--- src/design/bgad_pkg.sv ---
`timescale 1ns / 1ps
// Shared types and constants for the bus glue address decoder.
// No dependencies; every other file imports this package.
package bgad_pkg;

   localparam int MAP_PAGES  = 256;
   localparam int PAGE_W     = $clog2(MAP_PAGES);
   localparam int CSR_ADDR_W = 3;
   localparam int CSR_DATA_W = 32;

   // result target codes
   typedef logic [3:0] target_type;
   localparam target_type TGT_NONE       = 4'd0;
   localparam target_type TGT_RAM        = 4'd1;
   localparam target_type TGT_ROM        = 4'd2;
   localparam target_type TGT_OPEN_BUS   = 4'd3;
   localparam target_type TGT_IGNORED_IO = 4'd4;
   localparam target_type TGT_VIDEO      = 4'd5;
   localparam target_type TGT_DMA        = 4'd6;
   localparam target_type TGT_PSG_SELECT = 4'd7;
   localparam target_type TGT_PSG_DATA   = 4'd8;
   localparam target_type TGT_MFP        = 4'd9;
   localparam target_type TGT_KBD_ACIA   = 4'd10;
   localparam target_type TGT_MIDI_ACIA  = 4'd11;
   localparam target_type TGT_AUTOVECTOR = 4'd12;
   localparam target_type TGT_MFP_IACK   = 4'd13;

   typedef enum logic [2:0] {
      PG_MOSTLY,
      PG_RAM,
      PG_FLOAT,
      PG_ROM,
      PG_CART,
      PG_IO,
      PG_UNASSIGNED
   } page_kind_type;

   // register indexes (byte address bit 2)
   localparam logic REG_RAM_PAGES  = 1'b0;
   localparam logic REG_LATE_ROM   = 1'b1;
   localparam logic [6:0] RAM_PAGES_RESET = 7'd8;

   // bus codes
   localparam logic [1:0] STROBE_NULL = 2'd0;
   localparam logic [1:0] DW_NONE     = 2'd0;
   localparam logic [1:0] DW_BYTE     = 2'd1;
   localparam logic [2:0] IACK_MFP_LEVEL = 3'd6;

   // processor interrupt levels
   localparam logic [2:0] IRQ_LVL_MFP   = 3'd6;
   localparam logic [2:0] IRQ_LVL_VSYNC = 3'd4;
   localparam logic [2:0] IRQ_LVL_HSYNC = 3'd2;
   localparam logic [2:0] IRQ_LVL_NONE  = 3'd0;

   // memory map
   localparam logic [PAGE_W-1:0] PAGE_ZERO      = 8'h00;
   localparam logic [PAGE_W-1:0] PAGE_IO        = 8'hff;
   localparam logic [PAGE_W-1:0] PAGE_CART_LO   = 8'hfa;
   localparam logic [PAGE_W-1:0] PAGE_CART_HI   = 8'hfb;
   localparam logic [PAGE_W-1:0] PAGE_ROM_EARLY = 8'hfc;
   localparam logic [PAGE_W-1:0] PAGE_ROM_LATE  = 8'he0;
   localparam logic [PAGE_W-1:0] PAGE_ROM_LATE_END = 8'he4;
   localparam logic [PAGE_W-1:0] PAGE_FLOAT_END = 8'h40;

   localparam logic [23:0] SHIFTER_MODE_ADDR = 24'hff8260;
   localparam logic [23:0] LOW_MEM_LIMIT     = 24'h000800;
   localparam logic [23:0] ROM_BASE_EARLY    = 24'hfc0000;
   localparam logic [23:0] ROM_BASE_LATE     = 24'he00000;
   localparam logic [23:0] BOOT_ROM_BYTES    = 24'h000008;
   localparam logic [15:0] REG_WORD_MASK     = 16'hfffe;
   localparam logic [15:0] OPEN_BUS_WORD     = 16'hffff;
   localparam logic [15:0] OPEN_BUS_BYTE     = 16'h00ff;

   // I/O register windows (word aligned)
   localparam logic [15:0] IO_VIDEO_LO = 16'h8200;
   localparam logic [15:0] IO_VIDEO_HI = 16'h8262;
   localparam logic [15:0] IO_DMA_LO   = 16'h8604;
   localparam logic [15:0] IO_DMA_HI   = 16'h860c;
   localparam logic [15:0] IO_PSG_LO   = 16'h8800;
   localparam logic [15:0] IO_PSG_HI   = 16'h88fe;
   localparam logic [15:0] IO_MFP_LO   = 16'hfa00;
   localparam logic [15:0] IO_MFP_HI   = 16'hfa3e;
   localparam logic [15:0] IO_ACIA_LO  = 16'hfc00;
   localparam logic [15:0] IO_ACIA_HI  = 16'hfc06;

   localparam logic [2:0] ALIGN_PHASE = 3'd4;
   localparam logic [2:0] PSG_WAIT    = 3'd2;

   typedef struct packed {
      logic        action;
      logic [23:0] address;
      logic        supervisor;
      logic [1:0]  strobe_req;
      logic        acknowledge;
      logic        is_read;
      logic [1:0]  data_width;
      logic [7:0]  cycle_length;
      logic        hsync;
      logic        vsync;
      logic        mfp_irq;
   } req_item_type;

   typedef struct packed {
      logic [3:0]  target;
      logic [23:0] offset;
      logic        bus_error;
      logic        peripheral_address;
      logic [2:0]  dtack_delay;
      logic [15:0] open_bus_value;
      logic [2:0]  irq_level;
   } rsp_item_type;

   typedef struct packed {
      logic [6:0] ram_pages;
      logic       late_rom_layout;
   } cfg_type;

   typedef struct packed {
      page_kind_type kind;
      target_type    io_target;
      logic          in_ram;
      logic          shifter_mode;
      logic          low_mem;
   } page_decode_type;

endpackage

--- src/design/bgad_channels.sv ---
`timescale 1ns / 1ps
// Valid/ready channel interfaces for bus items and their results.
// Depends on bgad_pkg for the payload types.
interface bgad_req_if;
   import bgad_pkg::*;
   logic         valid;
   logic         ready;
   req_item_type payload;
   modport source (output valid, output payload, input ready);
   modport sink (input valid, input payload, output ready);
endinterface

interface bgad_rsp_if;
   import bgad_pkg::*;
   logic         valid;
   logic         ready;
   rsp_item_type payload;
   modport source (output valid, output payload, input ready);
   modport sink (input valid, input payload, output ready);
endinterface

--- src/design/bgad_csr.sv ---
`timescale 1ns / 1ps
// APB-style register block: installed RAM pages and ROM layout select.
// Depends on bgad_pkg.
module bgad_csr (
   input  logic                             clock,
   input  logic                             reset,
   input  logic                             psel,
   input  logic                             penable,
   input  logic                             pwrite,
   input  logic [bgad_pkg::CSR_ADDR_W-1:0]  paddr,
   input  logic [bgad_pkg::CSR_DATA_W-1:0]  pwdata,
   output logic [bgad_pkg::CSR_DATA_W-1:0]  prdata,
   output logic                             pready,
   output bgad_pkg::cfg_type                cfg
);
   import bgad_pkg::*;

   logic [6:0] ram_pages_ff;
   logic       late_rom_ff;
   logic       wr_en;

   assign pready = 1'b1;
   assign wr_en  = psel && penable && pwrite;

   always_ff @(posedge clock) begin
      if (reset) begin
         ram_pages_ff <= RAM_PAGES_RESET;
         late_rom_ff  <= 1'b0;
      end else if (wr_en) begin
         unique case (paddr[2])
            REG_RAM_PAGES: ram_pages_ff <= pwdata[6:0];
            REG_LATE_ROM:  late_rom_ff  <= pwdata[0];
            default:       ;
         endcase
      end
   end

   always_comb begin
      unique case (paddr[2])
         REG_RAM_PAGES: prdata = {{(CSR_DATA_W-7){1'b0}}, ram_pages_ff};
         REG_LATE_ROM:  prdata = {{(CSR_DATA_W-1){1'b0}}, late_rom_ff};
         default:       prdata = '0;
      endcase
   end

   assign cfg = '{ram_pages: ram_pages_ff, late_rom_layout: late_rom_ff};

endmodule

--- src/design/bgad_page_decode.sv ---
`timescale 1ns / 1ps
// Page classifier and I/O register window decode for one bus address.
// Depends on bgad_pkg; pure combinational logic.
module bgad_page_decode (
   input  logic [23:0]               address,
   input  bgad_pkg::cfg_type         cfg,
   output bgad_pkg::page_decode_type dec
);
   import bgad_pkg::*;

   logic [PAGE_W-1:0] page;
   logic [15:0]       reg_word;
   logic              below_ram;
   logic              rom_page;
   page_kind_type     page_kind;
   target_type        io_tgt;

   assign page      = address[23:24-PAGE_W];
   assign reg_word  = address[15:0] & REG_WORD_MASK;
   assign below_ram = page < {1'b0, cfg.ram_pages};
   assign rom_page  = cfg.late_rom_layout ?
                      (page >= PAGE_ROM_LATE && page < PAGE_ROM_LATE_END) :
                      (page >= PAGE_ROM_EARLY && page < PAGE_IO);

   always_comb begin
      if (page == PAGE_IO)                                page_kind = PG_IO;
      else if (page == PAGE_CART_LO || page == PAGE_CART_HI) page_kind = PG_CART;
      else if (rom_page)                                  page_kind = PG_ROM;
      else if (page == PAGE_ZERO)                         page_kind = PG_MOSTLY;
      else if (below_ram)                                 page_kind = PG_RAM;
      else if (page < PAGE_FLOAT_END)                     page_kind = PG_FLOAT;
      else                                                page_kind = PG_UNASSIGNED;
   end

   always_comb begin
      if (reg_word >= IO_VIDEO_LO && reg_word <= IO_VIDEO_HI)
         io_tgt = TGT_VIDEO;
      else if (reg_word >= IO_DMA_LO && reg_word <= IO_DMA_HI)
         io_tgt = TGT_DMA;
      else if (reg_word >= IO_PSG_LO && reg_word <= IO_PSG_HI)
         io_tgt = address[1] ? TGT_PSG_DATA : TGT_PSG_SELECT;
      else if (reg_word >= IO_MFP_LO && reg_word <= IO_MFP_HI)
         io_tgt = TGT_MFP;
      else if (reg_word >= IO_ACIA_LO && reg_word <= IO_ACIA_HI)
         io_tgt = address[2] ? TGT_MIDI_ACIA : TGT_KBD_ACIA;
      else
         io_tgt = TGT_IGNORED_IO;
   end

   assign dec = '{kind:         page_kind,
                  io_target:    io_tgt,
                  in_ram:       below_ram,
                  shifter_mode: (address == SHIFTER_MODE_ADDR),
                  low_mem:      (address < LOW_MEM_LIMIT)};

endmodule

--- src/design/bus_glue_address_decoder.sv ---
`timescale 1ns / 1ps
// Top level of the bus glue: input register, decode, state update, result register.
// Depends on bgad_pkg, bgad_channels, bgad_csr and bgad_page_decode.
//
//   channel | dir | handshake        | carries
//   req_ch  | in  | valid/ready      | bus cycle or interrupt line update
//   rsp_ch  | out | valid/ready      | decode result and interrupt level
//   csr_*   | in  | APB psel/penable | ram_pages, late_rom_layout
//
// One item per clock sustained while results are taken; an accepted item waits in the
// input register, is decoded out of it into the result register and is offered from there.
// The phase counter and video interrupt state update in the cycle an
// item moves into the result register.
// A stalled result holds in place; the input register still takes one more item.
// Synchronous reset clears the phase, pending interrupts and sync history, and
// loads 8 RAM pages with the early ROM layout.
module bus_glue_address_decoder (
   input  logic                            clock,
   input  logic                            reset,
   bgad_req_if.sink                        req_ch,
   bgad_rsp_if.source                      rsp_ch,
   input  logic                            csr_psel,
   input  logic                            csr_penable,
   input  logic                            csr_pwrite,
   input  logic [bgad_pkg::CSR_ADDR_W-1:0] csr_paddr,
   input  logic [bgad_pkg::CSR_DATA_W-1:0] csr_pwdata,
   output logic [bgad_pkg::CSR_DATA_W-1:0] csr_prdata,
   output logic                            csr_pready
);
   import bgad_pkg::*;

   cfg_type         cfg;
   page_decode_type dec;

   logic         s1_valid_ff;
   req_item_type s1_item_ff;
   logic         rsp_valid_ff;
   rsp_item_type rsp_item_ff;
   rsp_item_type rsp_item_in;

   logic [2:0] bus_phase_ff, bus_phase_in;
   logic [1:0] pending_ff, pending_in;
   logic       last_hsync_ff, last_hsync_in;
   logic       last_vsync_ff, last_vsync_in;

   logic advance;
   logic req_take;

   bgad_csr u_csr (
      .clock   (clock),
      .reset   (reset),
      .psel    (csr_psel),
      .penable (csr_penable),
      .pwrite  (csr_pwrite),
      .paddr   (csr_paddr),
      .pwdata  (csr_pwdata),
      .prdata  (csr_prdata),
      .pready  (csr_pready),
      .cfg     (cfg)
   );

   bgad_page_decode u_decode (
      .address (s1_item_ff.address),
      .cfg     (cfg),
      .dec     (dec)
   );

   assign advance      = !rsp_valid_ff || rsp_ch.ready;
   assign req_ch.ready = !s1_valid_ff || advance;
   assign req_take     = req_ch.valid && req_ch.ready;

   always_comb begin
      logic [2:0]  phase_v;
      logic [1:0]  pend_v;
      logic [2:0]  delay_v;
      logic        ds;
      logic        fault;
      logic [2:0]  lvl;
      req_item_type it;

      it      = s1_item_ff;
      phase_v = bus_phase_ff;
      pend_v  = pending_ff;
      delay_v = 3'd0;
      ds      = it.data_width != DW_NONE;
      fault   = 1'b0;
      lvl     = it.address[3:1];
      last_hsync_in = last_hsync_ff;
      last_vsync_in = last_vsync_ff;
      rsp_item_in   = '0;

      if (it.action) begin
         pend_v[0] = pend_v[0] | (last_hsync_ff & ~it.hsync);
         pend_v[1] = pend_v[1] | (last_vsync_ff & ~it.vsync);
         last_hsync_in = it.hsync;
         last_vsync_in = it.vsync;
      end else begin
         phase_v = bus_phase_ff + it.cycle_length[2:0];
         if (it.strobe_req != STROBE_NULL) begin
            if (it.acknowledge) begin
               if (lvl != IACK_MFP_LEVEL) begin
                  // clear the acknowledged video level, then look for new edges
                  if (lvl[1]) pend_v[0] = 1'b0;
                  if (lvl[2]) pend_v[1] = 1'b0;
                  pend_v[0] = pend_v[0] | (last_hsync_ff & ~it.hsync);
                  pend_v[1] = pend_v[1] | (last_vsync_ff & ~it.vsync);
                  last_hsync_in = it.hsync;
                  last_vsync_in = it.vsync;
                  rsp_item_in.peripheral_address = 1'b1;
                  rsp_item_in.target = TGT_AUTOVECTOR;
               end else begin
                  rsp_item_in.target = TGT_MFP_IACK;
                  rsp_item_in.bus_error = (it.data_width == DW_BYTE) && !it.mfp_irq;
               end
            end else begin
               if (it.strobe_req[0]) begin
                  if (dec.kind == PG_UNASSIGNED ||
                      (!it.supervisor && (dec.low_mem || dec.kind == PG_IO))) begin
                     fault = 1'b1;
                  end else if (dec.in_ram || dec.shifter_mode) begin
                     // wait out the rest of the memory slot
                     if (phase_v < ALIGN_PHASE) begin
                        delay_v = ALIGN_PHASE - phase_v;
                        phase_v = ALIGN_PHASE;
                     end
                  end
               end
               rsp_item_in.bus_error = fault;
               if (!fault) begin
                  case (dec.kind)
                     PG_MOSTLY: begin
                        rsp_item_in.target = (it.address < BOOT_ROM_BYTES) ?
                                             TGT_ROM : TGT_RAM;
                        rsp_item_in.offset = it.address;
                     end
                     PG_RAM: begin
                        rsp_item_in.target = TGT_RAM;
                        rsp_item_in.offset = it.address;
                     end
                     PG_ROM: begin
                        rsp_item_in.target = TGT_ROM;
                        rsp_item_in.offset = it.address -
                           (cfg.late_rom_layout ? ROM_BASE_LATE : ROM_BASE_EARLY);
                     end
                     PG_IO: begin
                        rsp_item_in.target = dec.io_target;
                        rsp_item_in.offset = {1'b0, it.address[23:1]};
                        if (dec.io_target == TGT_KBD_ACIA ||
                            dec.io_target == TGT_MIDI_ACIA)
                           rsp_item_in.peripheral_address = !ds;
                        if (dec.io_target == TGT_IGNORED_IO) begin
                           delay_v = 3'd0;
                        end else if (ds) begin
                           if (dec.io_target == TGT_PSG_SELECT ||
                               dec.io_target == TGT_PSG_DATA) begin
                              phase_v = phase_v + PSG_WAIT;
                              delay_v = delay_v + PSG_WAIT;
                           end else begin
                              delay_v = 3'd0;
                           end
                        end
                     end
                     default: begin
                        rsp_item_in.target = TGT_OPEN_BUS;
                        if (it.is_read && ds)
                           rsp_item_in.open_bus_value = (it.data_width == DW_BYTE) ?
                                                        OPEN_BUS_BYTE : OPEN_BUS_WORD;
                     end
                  endcase
                  rsp_item_in.dtack_delay = delay_v;
               end
            end
         end
      end

      if (it.mfp_irq)     rsp_item_in.irq_level = IRQ_LVL_MFP;
      else if (pend_v[1]) rsp_item_in.irq_level = IRQ_LVL_VSYNC;
      else if (pend_v[0]) rsp_item_in.irq_level = IRQ_LVL_HSYNC;
      else                rsp_item_in.irq_level = IRQ_LVL_NONE;

      bus_phase_in = phase_v;
      pending_in   = pend_v;
   end

   always_ff @(posedge clock) begin
      if (reset) begin
         s1_valid_ff   <= 1'b0;
         rsp_valid_ff  <= 1'b0;
         bus_phase_ff  <= 3'd0;
         pending_ff    <= 2'd0;
         last_hsync_ff <= 1'b0;
         last_vsync_ff <= 1'b0;
      end else begin
         if (req_ch.ready) s1_valid_ff <= req_ch.valid;
         if (advance) begin
            rsp_valid_ff <= s1_valid_ff;
            if (s1_valid_ff) begin
               bus_phase_ff  <= bus_phase_in;
               pending_ff    <= pending_in;
               last_hsync_ff <= last_hsync_in;
               last_vsync_ff <= last_vsync_in;
            end
         end
      end
   end

   always_ff @(posedge clock) begin
      if (req_take) s1_item_ff <= req_ch.payload;
      if (advance && s1_valid_ff) rsp_item_ff <= rsp_item_in;
   end

   assign rsp_ch.valid   = rsp_valid_ff;
   assign rsp_ch.payload = rsp_item_ff;

`ifndef SYNTHESIS
   a_rsp_hold: assert property (@(posedge clock) disable iff (reset)
      rsp_ch.valid && !rsp_ch.ready |=> rsp_ch.valid && $stable(rsp_ch.payload))
      else $error("result item changed while stalled");

   a_req_ready_empty: assert property (@(posedge clock) disable iff (reset)
      !s1_valid_ff |-> req_ch.ready)
      else $error("input not ready with an empty input register");

   a_berr_fields: assert property (@(posedge clock) disable iff (reset)
      rsp_ch.valid && rsp_ch.payload.bus_error |->
         (rsp_ch.payload.target == TGT_NONE || rsp_ch.payload.target == TGT_MFP_IACK) &&
         rsp_ch.payload.offset == 24'd0 && rsp_ch.payload.dtack_delay == 3'd0)
      else $error("bus error result carries a target, offset or delay");

   a_delay_range: assert property (@(posedge clock) disable iff (reset)
      rsp_ch.valid |-> rsp_ch.payload.dtack_delay <= 3'd6)
      else $error("dtack delay out of range");
`endif

endmodule
--- src/flat_wrapper.sv ---
// flat-port wrapper written by rule: the top's interface ports become plain ports
module bus_glue_address_decoder_flat import bgad_pkg::*;
  (clock, reset, csr_psel, csr_penable, csr_pwrite, csr_paddr, csr_pwdata, csr_prdata, csr_pready, req_ch_valid, req_ch_payload, req_ch_ready, rsp_ch_valid, rsp_ch_payload, rsp_ch_ready);
  bgad_req_if req_ch_i ();
  bgad_rsp_if rsp_ch_i ();
  input  logic clock;
  input  logic reset;
  input  logic csr_psel;
  input  logic csr_penable;
  input  logic csr_pwrite;
  input  logic [bgad_pkg::CSR_ADDR_W-1:0] csr_paddr;
  input  logic [bgad_pkg::CSR_DATA_W-1:0] csr_pwdata;
  output logic [bgad_pkg::CSR_DATA_W-1:0] csr_prdata;
  output logic csr_pready;
  input wire logic [$bits(req_ch_i.valid)-1:0] req_ch_valid;
  input wire logic [$bits(req_ch_i.payload)-1:0] req_ch_payload;
  output wire logic [$bits(req_ch_i.ready)-1:0] req_ch_ready;
  output wire logic [$bits(rsp_ch_i.valid)-1:0] rsp_ch_valid;
  output wire logic [$bits(rsp_ch_i.payload)-1:0] rsp_ch_payload;
  input wire logic [$bits(rsp_ch_i.ready)-1:0] rsp_ch_ready;
  assign req_ch_i.valid = req_ch_valid;
  assign req_ch_i.payload = req_ch_payload;
  assign req_ch_ready = req_ch_i.ready;
  assign rsp_ch_valid = rsp_ch_i.valid;
  assign rsp_ch_payload = rsp_ch_i.payload;
  assign rsp_ch_i.ready = rsp_ch_ready;
  bus_glue_address_decoder u_core (.clock(clock), .reset(reset), .req_ch(req_ch_i), .rsp_ch(rsp_ch_i), .csr_psel(csr_psel), .csr_penable(csr_penable), .csr_pwrite(csr_pwrite), .csr_paddr(csr_paddr), .csr_pwdata(csr_pwdata), .csr_prdata(csr_prdata), .csr_pready(csr_pready));
endmodule
--- config.mk ---
export PLATFORM = sky130hd
export DESIGN_NAME = bus_glue_address_decoder_flat
export DESIGN_NICKNAME = d
export VERILOG_FILES = /design/src/design/bgad_pkg.sv /design/src/design/bgad_channels.sv /design/src/design/bgad_csr.sv /design/src/design/bgad_page_decode.sv /design/src/design/bus_glue_address_decoder.sv /design/src/flat_wrapper.sv
export SDC_FILE = /design/constraint.sdc
export NUM_CORES = 1
export LEC_CHECK = 0
export BUFFER_PORTS_ARGS = -buffer_cell sky130_fd_sc_hd__buf_4
export CAP_MARGIN = 15
export CORE_UTILIZATION = 44
export DETAILED_ROUTE_END_ITERATION = 10
export GPL_ROUTABILITY_DRIVEN = 0
export PLACE_DENSITY = 0.73
export SLEW_MARGIN = 25
export SYNTH_ARGS = -nofsm -noshare
export SYNTH_HDL_FRONTEND = slang
export SYNTH_HIERARCHICAL = 1
export SYNTH_SLANG_ARGS = --single-unit
--- constraint.sdc ---
create_clock -name clock -period 4.69 [get_ports clock]
set_input_delay 0.938 -clock clock [delete_from_list [all_inputs] [get_ports clock]]
set_output_delay 0.938 -clock clock [all_outputs]
set_load 0.02 [all_outputs]
# --- After elaboration in Yosys (flattened, before gate mapping) ---
# Index checks and enable logic that the tools add are counted.
# Widths: inputs -> output; s select.
totals:
  regBits: 107
  input_bits: 85
  output_inout_bits: 87
  wordCells: 208
classes:
  n_addsub: 5
  magnitude_cmp: 19
  eq_ne: 15
  muxes: 85
  bitwise: 12
  n_reduce_logical: 45
op_table:
  columns: ["cell", "n"]
  rows:
  - ["$mux 3", 31]
  - ["$ge 16x16->1 const B", 5]
  - ["$le 16x16->1 const B", 5]
  - ["$pmux 24 s3", 1]
  - ["$pmux 32 s2", 1]
  - ["$mux 16", 3]
  - ["$mux 1", 30]
  - ["$mux 28", 1]
  - ["$mux 4", 7]
  - ["$eq 24x24->1 const B", 1]
  - ["$eq 8x8->1 const B", 3]
  - ["$lt 24x12->1 const B", 1]
  - ["$lt 24x4->1 const B", 1]
  - ["$sub 24x24->24", 1]
  - ["$mux 21", 1]
  - ["$mux 20", 1]
  - ["$ge 8x8->1 const B", 2]
  - ["$lt 8x8->1 const B", 2]
  - ["$mux 2", 8]
  - ["$pmux 4 s4", 1]
  - ["$logic_and 1x1->1", 14]
  - ["$eq 4x4->1 const B", 3]
  - ["$reduce_bool 2->1", 5]
  - ["$reduce_or 9->1", 1]
  - ["24 further kinds", 52]

# --- Logic depth before layout (Yosys ltp) ---
depth:
  depth_word: 24
  depth_mapped: 14

# --- Hierarchy ---
# The synthesis kept the hierarchy.
modules_own_cells:
  columns: ["mod", "n_inst", "cells_each", "area_per_inst_um2", "seq_area_each_um2"]
  rows:
  - ["bus_glue_address_decoder", 1, 336, 3993.8, 2432.3]
  - ["bgad_csr", 1, 71, 634.4, 160.2]
  - ["bgad_page_decode", 1, 75, 471.7, 0.0]

# --- Least setup slack after synthesis ---
# No wires, ideal clock.
synth_path:
  kind: "register to register"
  start: "register u_core/s1_item_ff[26] in the netlist's numbering"
  end: "register u_core.bus_phase_ff[2]"
  setup_time_ps: 130
  t_arrival_ps: 3202
  t_required_ps: 4560
  path_slack_ps: 1358
  path_stages_with_launch: 12
  n_path_buf: 0
  path_cell_list: "edfxtp_1 > or4b_1 > nor3_2 > and3_1 > a21oi_1 > a32o_1 > or4b_4 > a2111oi_4 > nand2_2 > or4_1 > nand3_1 > a21oi_1"
synth_rtl:
  columns: ["item", "line", "rtl"]
  rows:
  - ["start, declared", "bus_glue_address_decoder.sv:36", "req_item_type s1_item_ff;"]
  - ["start signal, assigned", "bus_glue_address_decoder.sv:208", "if (req_take) s1_item_ff <= req_ch.payload;"]
  - ["end signal, assigned", "bus_glue_address_decoder.sv:198", "bus_phase_ff <= bus_phase_in;"]
  - ["end, declared", "bus_glue_address_decoder.sv:41", "logic [2:0] bus_phase_ff, bus_phase_in;"]

==> summary.md <==
| Metric | Value |
|---|---|
| Status | finished clean |
| Final Max Tran Viols | 0 |
| DR DRC count | 0 |
| CP startpoint | u_core/s1_item_ff[39] |
| Ys async rst share | 0% |
| Top FF cell, synth | edfxtp_1 |
| Synth Area in XOR/XNOR | 0.810% |
| Fmax | 0.264 GHz |
| First-pass GRT wire length | 17000 um |
| Power share of the sequential group | 47.5% |
| Setup crit start kind | flop |
| Layout net count | 677 |
| Hpwl dp | between 7000 and 8000 um |
| Setup-failing EPs final | 0 |
| RSZ-0062 raised after global routing | no |
| Share of cells above drive strength 1 | about 26% |
| Footprint of the multi-input gates | 2110 sq um |
| Setup crit end kind | flop |
| Clk network pwr share | between 30% and 40% |
| Setup TNS | 0 ps |
| Average cell area after synthesis | 10.6 sq um |
| Core Util, Final | 56.0% |
| CTS clk-pin slew, worst paths | roughly 60 ps |
| Die area | between 10000 and 15000 sq um |
| Setup Fix Bufs, Post-CTS | 0 |
| Total length of routed wires | 10800 um |
| Largest family of logic cells by synthesized area | simple AND/OR/NAND/NOR gates |
| Vias in the first global route | 3604 |
| DIE WIDTH | 110 um |
| Post-synth top area cell | edfxtp_1 |
| Tcrit/Tclk final | 80.8% |
| Post-CTS sizing | 0 |
| Arrival time worst endpoint | between 3000 and 4000 ps |
| Most frequent cells in the layout | 119 x buf_4, 75 x edfxtp_1, 62 x nor2_1 |
| Skew-Pair Late Insertion Delay | 340 ps |
| H-tree levels | 3 |
| Sw Pwr | 476 uW |
| Most common cell after layout, fill and taps aside | buf_4 |
| Slew HR | 58.0% |
| Sw frac | about a quarter |
| Gr ovfl total | 0 |
| CTS root buf | clkbuf_16 |
| Max VDD drop | 0.000244 V |
| WP data required | 4850 ps |
| Via/cell ratio | 5.38 |
| Crit-path max FO | 13 |
| Area contributors post-synth | edfxtp_1 44%, dfxtp_1 6.7%, buf_4 6.3% |
| Core footprint | 11100 sq um |
| Cell variety after synth | 68 |
| DIE HEIGHT | roughly 110 um |
| Pre-antenna DRT Iters | 4 |
| Hold Crit Start | u_core/bus_phase_ff[2] |
| Via Count | about 3.9k |
| Hold Fails Final Rpt | 0 |
| Post-synthesis mux area share | 2.40% |
| CTS max path bufs | 2 |
| Synth warnings | 6 |
| TritonCTS Buffers | 9 |
| WL/cell | about 15 um |
| Critical path class | reg2reg |
| Initial Util | 46.0% |
| Synth-to-layout area growth | 21.6% |
| Filler cells | 940 |
| Post-Synth Simple-Gate Area | between 15 and 20% |
| Top cell type's share of synthesized area | 44.2% |
| Antenna violations before repair | 0 |
| Combinational Power Share | between 10% and 20% |
| Largest net degree at the start of global routing | 39 |
| Yosys reg bits | 92 |
| Antenna Nets Post-Route | 0 |
| Start of the worst register-to-register path | u_core/s1_item_ff[39] |
| CTS sink count | 92 |
| PwrDens | 328 nW/um^2 |
| Row cnt | 38 |
| Hold Buf Count CTS | 0 |
| # IOs | roughly 170 |
| Fin Clk Skew | 5.01 ps |
| Synthesized area | 5100 sq um |
| Initial drt markers | around 300 |
| Hold Path Class | reg2reg |
| Register area share after synthesis | 50.8% |
| EDFF count, synth | 75 |
| Synth Instances | 482 |
| MaxCap Viol Count | 0 |
| Port Buffer Count | 112 |
| Register area | 2590 sq um |
| CTS tree | built |
| Measured slew at the worst slew-check pin | 614 ps |
| Compound-Gate Fraction of Synth Area | 12.5% |
| Post-Synth Adder-Cell Area | 3.93% |
| Int Pwr | 1.56 mW |
| Lkg Pwr | 2.39 nW |
| # diodes | 0 |
| Global Route Usage Sum | 18.7% |
| Minimum clock period | 3790 ps |
path summary, 6_finish.rpt:
path / to / slack (ps) / depth (start not counted)
worst max-delay path: u_core/rsp_ch.payload[20] / 900 / 11
worst min-delay path: u_core/bus_phase_ff[2] / 480 / 2
worst max register to register: u_core/rsp_ch.payload[20] / 900 / 11
worst min register to register: u_core/bus_phase_ff[2] / 480 / 2
registers in the layout (all words and copies together), names as in the netlist:
register,count
u_core/pending_ff,2
u_core/s1_valid_ff,1
u_core/u_csr/ram_pages_ff,7
u_core/u_csr/late_rom_ff,1
u_core/last_vsync_ff,1
u_core/last_hsync_ff,1
u_core/bus_phase_ff,3
u_core/s1_item_ff,38
u_core/rsp_ch.payload,37
u_core/rsp_ch.valid,1
final cells by class:
class / count / area share (%)
Sequential cell: 92 / 41.8
Multi-Input combinational cell: 330 / 34.1
Timing Repair Buffer: 119 / 14.4
Clock buffer: 9 / 3.63
Tap cell: 140 / 2.82
Clock inverter: 6 / 1.67
Inverter: 26 / 1.57
Yosys cell counts (4+ instances only):
master and count:
dfxtp_1 17, nor2_1 62, and2b_2 6, a31oi_1 6, edfxtp_1 75, nand3_1 13, o21ai_0 11, clkbuf_1 14
nor4_1 5, buf_4 43, nor2b_1 13, o22a_1 5, nor3_1 13, a21oi_1 20, nand2_1 16, a22oi_1 18
ha_1 12, inv_1 26, or2_1 4, mux2i_1 10, nand2b_1 21
through the flow:
step / area (sq um) / std cells / hold WS (ps) / power, mW / setup slack [ps]
after floorplan: 5190 / 506 / 450 / 1.17 / 1360
final: 6200 / 722 / 482 / 2.04 / 899
after global placement: 5870 / 707 / 465 / 1.25 / 1000
after global routing: 6200 / 722 / 504 / 2.12 / 664
after CTS: 6200 / 722 / 489 / 2.06 / 917
after detailed placement: 5870 / 707 / 482 / 1.26 / 948
critical path, cell delays in order, from the launching register on:
cell	delay, ps
edfxtp_1	540
ha_1	360
a21o_1	160
a211o_1	290
a211oi_2	280
a211o_1	440
and3b_1	260
or2_1	260
or4_1	570
nor2_1	150
nor2_1	60
a311oi_1	250
per-layer routing:
| metal | GRT usage, % | part of all wire (%) |
|---|---|---|
| met4 | 7.43 | 1.6 |
| met3 | 3.50 | 6.3 |
| met5 | 0 | 0 |
| met1 | 23.4 | 42 |
| met2 | 31.8 | 50 |
power groups by stage:
| stage | sequential (mW) | combinational (mW) | clock (mW) |
|---|---|---|---|
| final | 0.968 | 0.278 | 0.789 |
| after global routing | 0.973 | 0.308 | 0.841 |
| after CTS | 0.967 | 0.279 | 0.811 |
| after detailed placement | 0.984 | 0.277 | 0 |
| after global placement | 0.982 | 0.271 | 0 |
| after floorplan | 0.993 | 0.181 | 0 |
cells by family (layout without fill, tap and decap cells):
| group | count (synthesis) | after routing |
|---|---|---|
| adders and majority gates | 15 | 15 |
| other | 3 | 27 |
| buffers and inverters | 84 | 160 |
| and+or+nand+nor | 185 | 185 |
| AOI/OAI and AO/OA | 88 | 88 |
| xor gates and xnor gates | 3 | 3 |
| DFF | 92 | 92 |
| muxes | 12 | 12 |
No activity file was read; power rests on OpenSTA's default activity.
